## config.mk

```make
export PLATFORM = sky130hd
export DESIGN_NAME = vlhr_engine
export DESIGN_NICKNAME = d
export VERILOG_FILES = /design/src/hw/rtl/variable_length_history_ring_defines.svh /design/src/hw/rtl/vlhr_pkg.sv /design/src/hw/rtl/vlhr_engine.sv
export SDC_FILE = /design/constraint.sdc
export NUM_CORES = 1
export LEC_CHECK = 0
export ABC_AREA = 1
export ABC_CLOCK_PERIOD_IN_PS = 2900
export BUFFER_PORTS_ARGS = -buffer_cell sky130_fd_sc_hd__buf_2
export CORE_ASPECT_RATIO = 0.9
export CORE_MARGIN = 2
export CORE_UTILIZATION = 45
export CTS_BUF_LIST = sky130_fd_sc_hd__clkbuf_2
export CTS_CLUSTER_DIAMETER = 30
export DETAILED_ROUTE_END_ITERATION = 6
export GPL_TIMING_DRIVEN = 0
export PLACE_DENSITY = 0.73
export SLEW_MARGIN = 10
export SYNTH_ARGS = -nofsm -noshare
export SYNTH_HDL_FRONTEND = slang
export SYNTH_SLANG_ARGS = --single-unit
```

## constraint.sdc

```tcl
create_clock -name aclk -period 2.9 [get_ports aclk]
set_input_delay 0.29 -clock aclk [delete_from_list [all_inputs] [get_ports aclk]]
set_output_delay 0.29 -clock aclk [all_outputs]
set_load 0.05 [all_outputs]
```

## src/hw/rtl/variable_length_history_ring_defines.svh

```systemverilog
// assertion helpers for the history ring, clocked on aclk with aresetn
`ifndef VARIABLE_LENGTH_HISTORY_RING_DEFINES_SVH
`define VARIABLE_LENGTH_HISTORY_RING_DEFINES_SVH

// property must hold at every edge out of reset
`define VLHR_ASSERT(label, prop, msg) \
    label: assert property (@(posedge aclk) disable iff (!aresetn) (prop)) \
    else $error(msg);

// condition must never be seen out of reset
`define VLHR_NEVER(label, cond, msg) \
    label: assert property (@(posedge aclk) disable iff (!aresetn) !(cond)) \
    else $error(msg);

`endif

```

## src/hw/rtl/vlhr_pkg.sv

```systemverilog
`default_nettype none
package vlhr_pkg;

    localparam logic [1:0] CMD_START = 2'd0;
    localparam logic [1:0] CMD_BYTE  = 2'd1;
    localparam logic [1:0] CMD_READ  = 2'd2;

    typedef struct packed {
        logic [1:0]  command;
        logic [7:0]  record_length;
        logic [7:0]  data_byte;
        logic [10:0] record_index;
        logic [7:0]  byte_offset;
    } in_item_t;

    typedef struct packed {
        logic        found;
        logic [7:0]  length_out;
        logic [7:0]  byte_out;
        logic [11:0] record_count;
        logic [12:0] bytes_used;
    } result_t;

endpackage
`default_nettype wire

```

## src/hw/rtl/vlhr_engine.sv

```systemverilog
`default_nettype none
module vlhr_engine #(
    parameter int RING_BYTES = 4096
) (
    input  wire logic                          aclk,
    input  wire logic                          aresetn,
    input  wire logic                          item_valid,
    output logic                               item_ready,
    input  wire vlhr_pkg::in_item_t            item,
    output logic                               res_valid,
    input  wire logic                          res_ready,
    output vlhr_pkg::result_t                  result,
    output logic                               ram_wr_en,
    output logic [$clog2(RING_BYTES)-1:0]      ram_wr_addr,
    output logic [7:0]                         ram_wr_data,
    output logic                               ram_rd_en,
    output logic [$clog2(RING_BYTES)-1:0]      ram_rd_addr,
    input  wire logic [7:0]                    ram_rd_data
);
    import vlhr_pkg::*;

    localparam int AW = $clog2(RING_BYTES);
    localparam int UW = $clog2(RING_BYTES + 1);
    localparam int RW = $clog2(RING_BYTES / 2 + 1);
    localparam logic [AW:0] RING_SIZE_P = (AW + 1)'(RING_BYTES);
    localparam logic [UW:0] RING_SIZE_U = (UW + 1)'(RING_BYTES);

    typedef enum logic [2:0] {
        ST_IDLE,
        ST_EXEC,
        ST_EVICT_CHK,
        ST_EVICT_UPD,
        ST_WALK,
        ST_BYTE,
        ST_RESULT
    } state_t;

    state_t        state_reg, state_next;
    in_item_t      item_reg, item_next;
    logic [AW-1:0] head_reg, head_next;
    logic [AW-1:0] tail_reg, tail_next;
    logic [UW-1:0] used_reg, used_next;
    logic [RW-1:0] rec_reg, rec_next;
    logic [7:0]    fill_rem_reg, fill_rem_next;
    logic [7:0]    fill_len_reg, fill_len_next;
    logic [AW-1:0] wr_ptr_reg, wr_ptr_next;
    logic [AW-1:0] walk_ptr_reg, walk_ptr_next;
    logic [10:0]   walk_cnt_reg, walk_cnt_next;
    logic          found_reg, found_next;
    logic [7:0]    len_out_reg, len_out_next;
    logic [7:0]    byte_out_reg, byte_out_next;

    logic [8:0]    need;
    logic [8:0]    rd_span;
    logic [8:0]    fill_span;
    logic [8:0]    off_span;

    // modular add on the ring, span never exceeds the ring size
    function automatic logic [AW-1:0] ring_add(logic [AW-1:0] p, logic [8:0] span);
        logic [AW:0] s;
        s = {1'b0, p} + (AW + 1)'(span);
        if (s >= RING_SIZE_P) begin
            s = s - RING_SIZE_P;
        end
        return s[AW-1:0];
    endfunction

    assign need      = {1'b0, item_reg.record_length} + 9'd1;
    assign rd_span   = {1'b0, ram_rd_data} + 9'd1;
    assign fill_span = {1'b0, fill_len_reg} + 9'd1;
    assign off_span  = {1'b0, item_reg.byte_offset} + 9'd1;

    assign item_ready = (state_reg == ST_IDLE);
    assign res_valid  = (state_reg == ST_RESULT);

    always_comb begin
        result.found        = found_reg;
        result.length_out   = len_out_reg;
        result.byte_out     = byte_out_reg;
        result.record_count = 12'(rec_reg);
        result.bytes_used   = 13'(used_reg);
    end

    always_comb begin
        state_next    = state_reg;
        item_next     = item_reg;
        head_next     = head_reg;
        tail_next     = tail_reg;
        used_next     = used_reg;
        rec_next      = rec_reg;
        fill_rem_next = fill_rem_reg;
        fill_len_next = fill_len_reg;
        wr_ptr_next   = wr_ptr_reg;
        walk_ptr_next = walk_ptr_reg;
        walk_cnt_next = walk_cnt_reg;
        found_next    = found_reg;
        len_out_next  = len_out_reg;
        byte_out_next = byte_out_reg;
        ram_wr_en     = 1'b0;
        ram_wr_addr   = wr_ptr_reg;
        ram_wr_data   = item_reg.data_byte;
        ram_rd_en     = 1'b0;
        ram_rd_addr   = head_reg;

        case (state_reg)
            ST_IDLE: begin
                if (item_valid) begin
                    item_next  = item;
                    state_next = ST_EXEC;
                end
            end
            ST_EXEC: begin
                found_next    = 1'b0;
                len_out_next  = 8'd0;
                byte_out_next = 8'd0;
                state_next    = ST_RESULT;
                case (item_reg.command)
                    CMD_START: begin
                        if (item_reg.record_length != 8'd0) begin
                            state_next = ST_EVICT_CHK;
                        end
                    end
                    CMD_BYTE: begin
                        if (fill_rem_reg != 8'd0) begin
                            ram_wr_en     = 1'b1;
                            wr_ptr_next   = ring_add(wr_ptr_reg, 9'd1);
                            fill_rem_next = fill_rem_reg - 8'd1;
                            if (fill_rem_reg == 8'd1) begin
                                tail_next = ring_add(tail_reg, fill_span);
                                used_next = used_reg + UW'(fill_span);
                                rec_next  = rec_reg + RW'(1);
                            end
                        end
                    end
                    CMD_READ: begin
                        if ((RW + 11)'(item_reg.record_index) < (RW + 11)'(rec_reg)) begin
                            found_next    = 1'b1;
                            walk_ptr_next = head_reg;
                            walk_cnt_next = item_reg.record_index;
                            ram_rd_en     = 1'b1;
                            ram_rd_addr   = head_reg;
                            state_next    = ST_WALK;
                        end
                    end
                    default: begin
                    end
                endcase
            end
            ST_EVICT_CHK: begin
                if ((({1'b0, used_reg} + (UW + 1)'(need)) > RING_SIZE_U)
                        && (rec_reg != RW'(0))) begin
                    ram_rd_en   = 1'b1;
                    ram_rd_addr = head_reg;
                    state_next  = ST_EVICT_UPD;
                end else begin
                    // length byte at the tail opens the record
                    ram_wr_en     = 1'b1;
                    ram_wr_addr   = tail_reg;
                    ram_wr_data   = item_reg.record_length;
                    wr_ptr_next   = ring_add(tail_reg, 9'd1);
                    fill_rem_next = item_reg.record_length;
                    fill_len_next = item_reg.record_length;
                    state_next    = ST_RESULT;
                end
            end
            ST_EVICT_UPD: begin
                head_next  = ring_add(head_reg, rd_span);
                used_next  = used_reg - UW'(rd_span);
                rec_next   = rec_reg - RW'(1);
                state_next = ST_EVICT_CHK;
            end
            ST_WALK: begin
                if (walk_cnt_reg == 11'd0) begin
                    len_out_next = ram_rd_data;
                    if (item_reg.byte_offset < ram_rd_data) begin
                        ram_rd_en   = 1'b1;
                        ram_rd_addr = ring_add(walk_ptr_reg, off_span);
                        state_next  = ST_BYTE;
                    end else begin
                        state_next = ST_RESULT;
                    end
                end else begin
                    // hop to the next length byte and fetch it right away
                    walk_ptr_next = ring_add(walk_ptr_reg, rd_span);
                    walk_cnt_next = walk_cnt_reg - 11'd1;
                    ram_rd_en     = 1'b1;
                    ram_rd_addr   = walk_ptr_next;
                end
            end
            ST_BYTE: begin
                byte_out_next = ram_rd_data;
                state_next    = ST_RESULT;
            end
            ST_RESULT: begin
                if (res_ready) begin
                    state_next = ST_IDLE;
                end
            end
            default: begin
                state_next = ST_IDLE;
            end
        endcase
    end

    always_ff @(posedge aclk) begin
        item_reg     <= item_next;
        fill_len_reg <= fill_len_next;
        wr_ptr_reg   <= wr_ptr_next;
        walk_ptr_reg <= walk_ptr_next;
        walk_cnt_reg <= walk_cnt_next;
        found_reg    <= found_next;
        len_out_reg  <= len_out_next;
        byte_out_reg <= byte_out_next;
        if (!aresetn) begin
            state_reg    <= ST_IDLE;
            head_reg     <= '0;
            tail_reg     <= '0;
            used_reg     <= '0;
            rec_reg      <= '0;
            fill_rem_reg <= '0;
        end else begin
            state_reg    <= state_next;
            head_reg     <= head_next;
            tail_reg     <= tail_next;
            used_reg     <= used_next;
            rec_reg      <= rec_next;
            fill_rem_reg <= fill_rem_next;
        end
    end

endmodule
`default_nettype wire
```

==> results.json <==
{
  "htree_levels": 4,
  "post_drt_wl_per_cell_um": 18.4,
  "hold_viol": 0,
  "synth_common_cells": "nand2_1 (288), inv_1 (179), o21ai_0 (133), a21oi_1 (128), nor2_1 (116)",
  "rows": 53,
  "layout-drive-gt1-share": 0.325,
  "synth_area_leaders": "edfxtp_1 (27%), dfxtp_1 (11%), ha_1 (10%)",
  "ys_types": 50,
  "synth_edf_count": 97,
  "clock_latency_ns": 0.81,
  "grt_pass1_vias": 10500,
  "yosys.area.top_type": "edfxtp_1",
  "wirelength_um": 37300,
  "setup_viol": 41,
  "ant_nets": 0,
  "synth_top_flop_cell": "edfxtp_1",
  "track_usage": 0.269,
  "grt_busiest_layer": "met2",
  "startpoint_type": "flip-flop",
  "area_growth_pct": 42.4,
  "reg2reg_slack_ns": -0.37,
  "synth_seq_cells": 157,
  "cts-root-buf": "clkbuf_2",
  "place_hpwl_um": 23400,
  "fp.dieW_um": 168,
  "use_met3": 0.0572,
  "synth_warnings": 0,
  "post-route-period-util": 1.30,
  "floorplan.die_area_sq_mm": 0.0254,
  "final_nets": 1859,
  "fin_area_sq_mm": 0.0155,
  "max_slew_margin": 0.427,
  "dpl_cell_area_sq_mm": 0.0122,
  "globalRouteMet1Util": 0.355,
  "clock_path_buffers": 2,
  "grt_use_met2": 0.442,
  "grt_pass1_wl_um": 53600,
  "firstDrtPassIters": 7,
  "endpoint_kind": "output port",
  "drc": 4,
  "grt_max_degree": 24,
  "num_io_pins": 127,
  "maxCapViolCount": 0,
  "via_count": 11400,
  "status": "finished, violations left",
  "syn_nets": 1547,
  "setup_ws_ns": -0.881,
  "slew_violations": 0,
  "p_leak_nw": 6.86,
  "vias_per_cell": 5.64,
  "finClkSkew_ns": 0.0582,
  "synth_most_common_cell": "nand2_1",
  "p_per_area_mw_per_mm2": 851,
  "initial_utilization": 0.462,
  "dr.first_iter.drc_count": 1183,
  "violations": "design-rule violations, negative setup slack",
  "cts_tree": "done",
  "largest_register_ffs": 37,
  "cts.sinks": 157,
  "min_period_ns": 3.78,
  "async_flop_share": 0,
  "yosysTopAreaCellShare": 0.268,
  "netlist_instances": 1402,
  "fmax_ghz": 0.265,
  "rsz0062_at_grt": "yes",
  "path_class": "flip-flop to output port",
  "clkTransAtPathRegs_ns": 0.26,
  "portBuffers": 126,
  "antenna_found_initial": 1,
  "synth_area_per_cell_sq_um": 7.75,
  "crit_required_ns": 2.61,
  "hold_ws_ns": 0.0313,
  "ir_drop_uv": 393,
  "syn_area_sq_mm": 0.0109,
  "grt_overflow": 0,
  "ys_seq_area_frac": 0.378,
  "critPathArrivalTime_ns": 3.49,
  "gp_congestion": 0.952,
  "cts_buffers": 17,
  "worst_pin_slew_ns": 0.858,
  "min_path_type": "input pin to flip-flop",
  "crit_fanout": 8,
  "chipHeight_um": 151,
  "core_area_sq_mm": 0.0235
}
layout by cell type (no fill, tap or decap), types with 38 or more instances in the layout:
cell	synthesis	routed
a21oi_1	128	105
buf_2	6	97
buf_4	3	97
buf_6	1	46
dfxtp_1	60	54
dlygate4sd3_1	0	48
edfxtp_1	97	97
ha_1	89	61
inv_1	179	164
nand2_1	288	239
nand2_2	4	41
nand3_1	76	64
nor2_1	116	91
o21ai_0	133	82
xor2_1	45	38
kinds of logic (layout without fill, tap and decap cells):
family | count (synthesis) | in the layout | share of synthesized area
mux | 1 | 1 | 0.000921
fa+ha+maj | 96 | 96 | 0.115
other cells | 0 | 1 | 0
buf+inv | 223 | 544 | 0.0803
simple gates | 540 | 543 | 0.211
compound gates | 318 | 319 | 0.160
xor+xnor | 67 | 67 | 0.0540
flops | 157 | 157 | 0.378
stage by stage:
| stage | power, mW | worst slack [ns] | util | cells | TNS (ns) |
|---|---|---|---|---|---|
| 3_5_place_dp | 9.48 | -0.809 | 0.517 | 1831 | -22.77 |
| 4_1_cts | 12.1 | -0.855 | 0.618 | 1987 | -23.36 |
| 5_1_grt | 13.8 | -1.09 | 0.658 | 2030 | -34.46 |
| 6_report | 13.2 | -0.881 | 0.658 | 2030 | -24.89 |
| 3_3_place_gp | 9.31 | -1.05 | 0.516 | 1830 | -64.35 |
| 2_1_floorplan | 7.99 | -0.101 | - | 1402 | -0.261 |
area by class of cell:
type                       instances  area (sq um)
antenna                            1          2.50
fill                            1798          8060
inverter                         191           751
tap                              302           378
clock inverter                    11           144
clock buffer                      21           105
sequential                       157          4120
multi-input combinational       1026          7370
timing repair buffer             289          2330
buffer                            32           277
per-layer routing:
| layer | vias to the layer above | wire (um) | part of all wire |
|---|---|---|---|
| met5 | - | 0 | 0 |
| met4 | 0 | 994 | 0.027 |
| li1 | 5374 | - | - |
| met1 | 5327 | 15000 | 0.40 |
| met3 | 97 | 3570 | 0.096 |
| met2 | 651 | 17700 | 0.47 |
worst max-delay path, cell delays in order, from the launching register on:
cell and delay [ns]:
edfxtp_1 0.47, ha_1 0.30, buf_6 0.14, a21oi_2 0.17, nand2_2 0.10, nand2_1 0.08, nand3_1 0.07, nand2_1 0.08
nand2_1 0.07, nor3_2 0.23, nand3_2 0.14, nand3_4 0.11, nand2_4 0.09, buf_12 0.16, buf_12 0.13, o21ai_4 0.15
buf_6 0.17
where the power goes:
| part | switching (mW) | total [mW] | internal, mW | leakage, nW |
|---|---|---|---|---|
| clock network | 0.848 | 1.34 | 0.492 | 0.148 |
| logic | 5.20 | 8.30 | 3.10 | 5.32 |
| registers | 0.462 | 3.53 | 3.07 | 1.40 |
| total | 6.51 | 13.2 | 6.66 | 6.86 |
worst paths after layout:
| check | from | cells after the start | end |
|---|---|---|---|
| worst max-delay path | item_reg[29] | 16 | ram_wr_addr[11] |
| worst max register to register | fill_len_reg[0] | 26 | used_reg[12] |
| worst min register to register | fill_rem_reg[6] | 2 | fill_rem_reg[6] |
| worst min-delay path | ram_rd_data[0] | 3 | len_out_reg[0] |
repair_timing:
item | CTS | global route
setup buffers | 78 | 41
endpoints found under the setup margin | 82 | 88
resized for setup | 278 | 140
hold endpoints to repair | 56 | 0
hold buffers | 48 | 0
pin swaps | 79 | 65
cloned | 1 | 4
(Power assumes the default switching activity.)
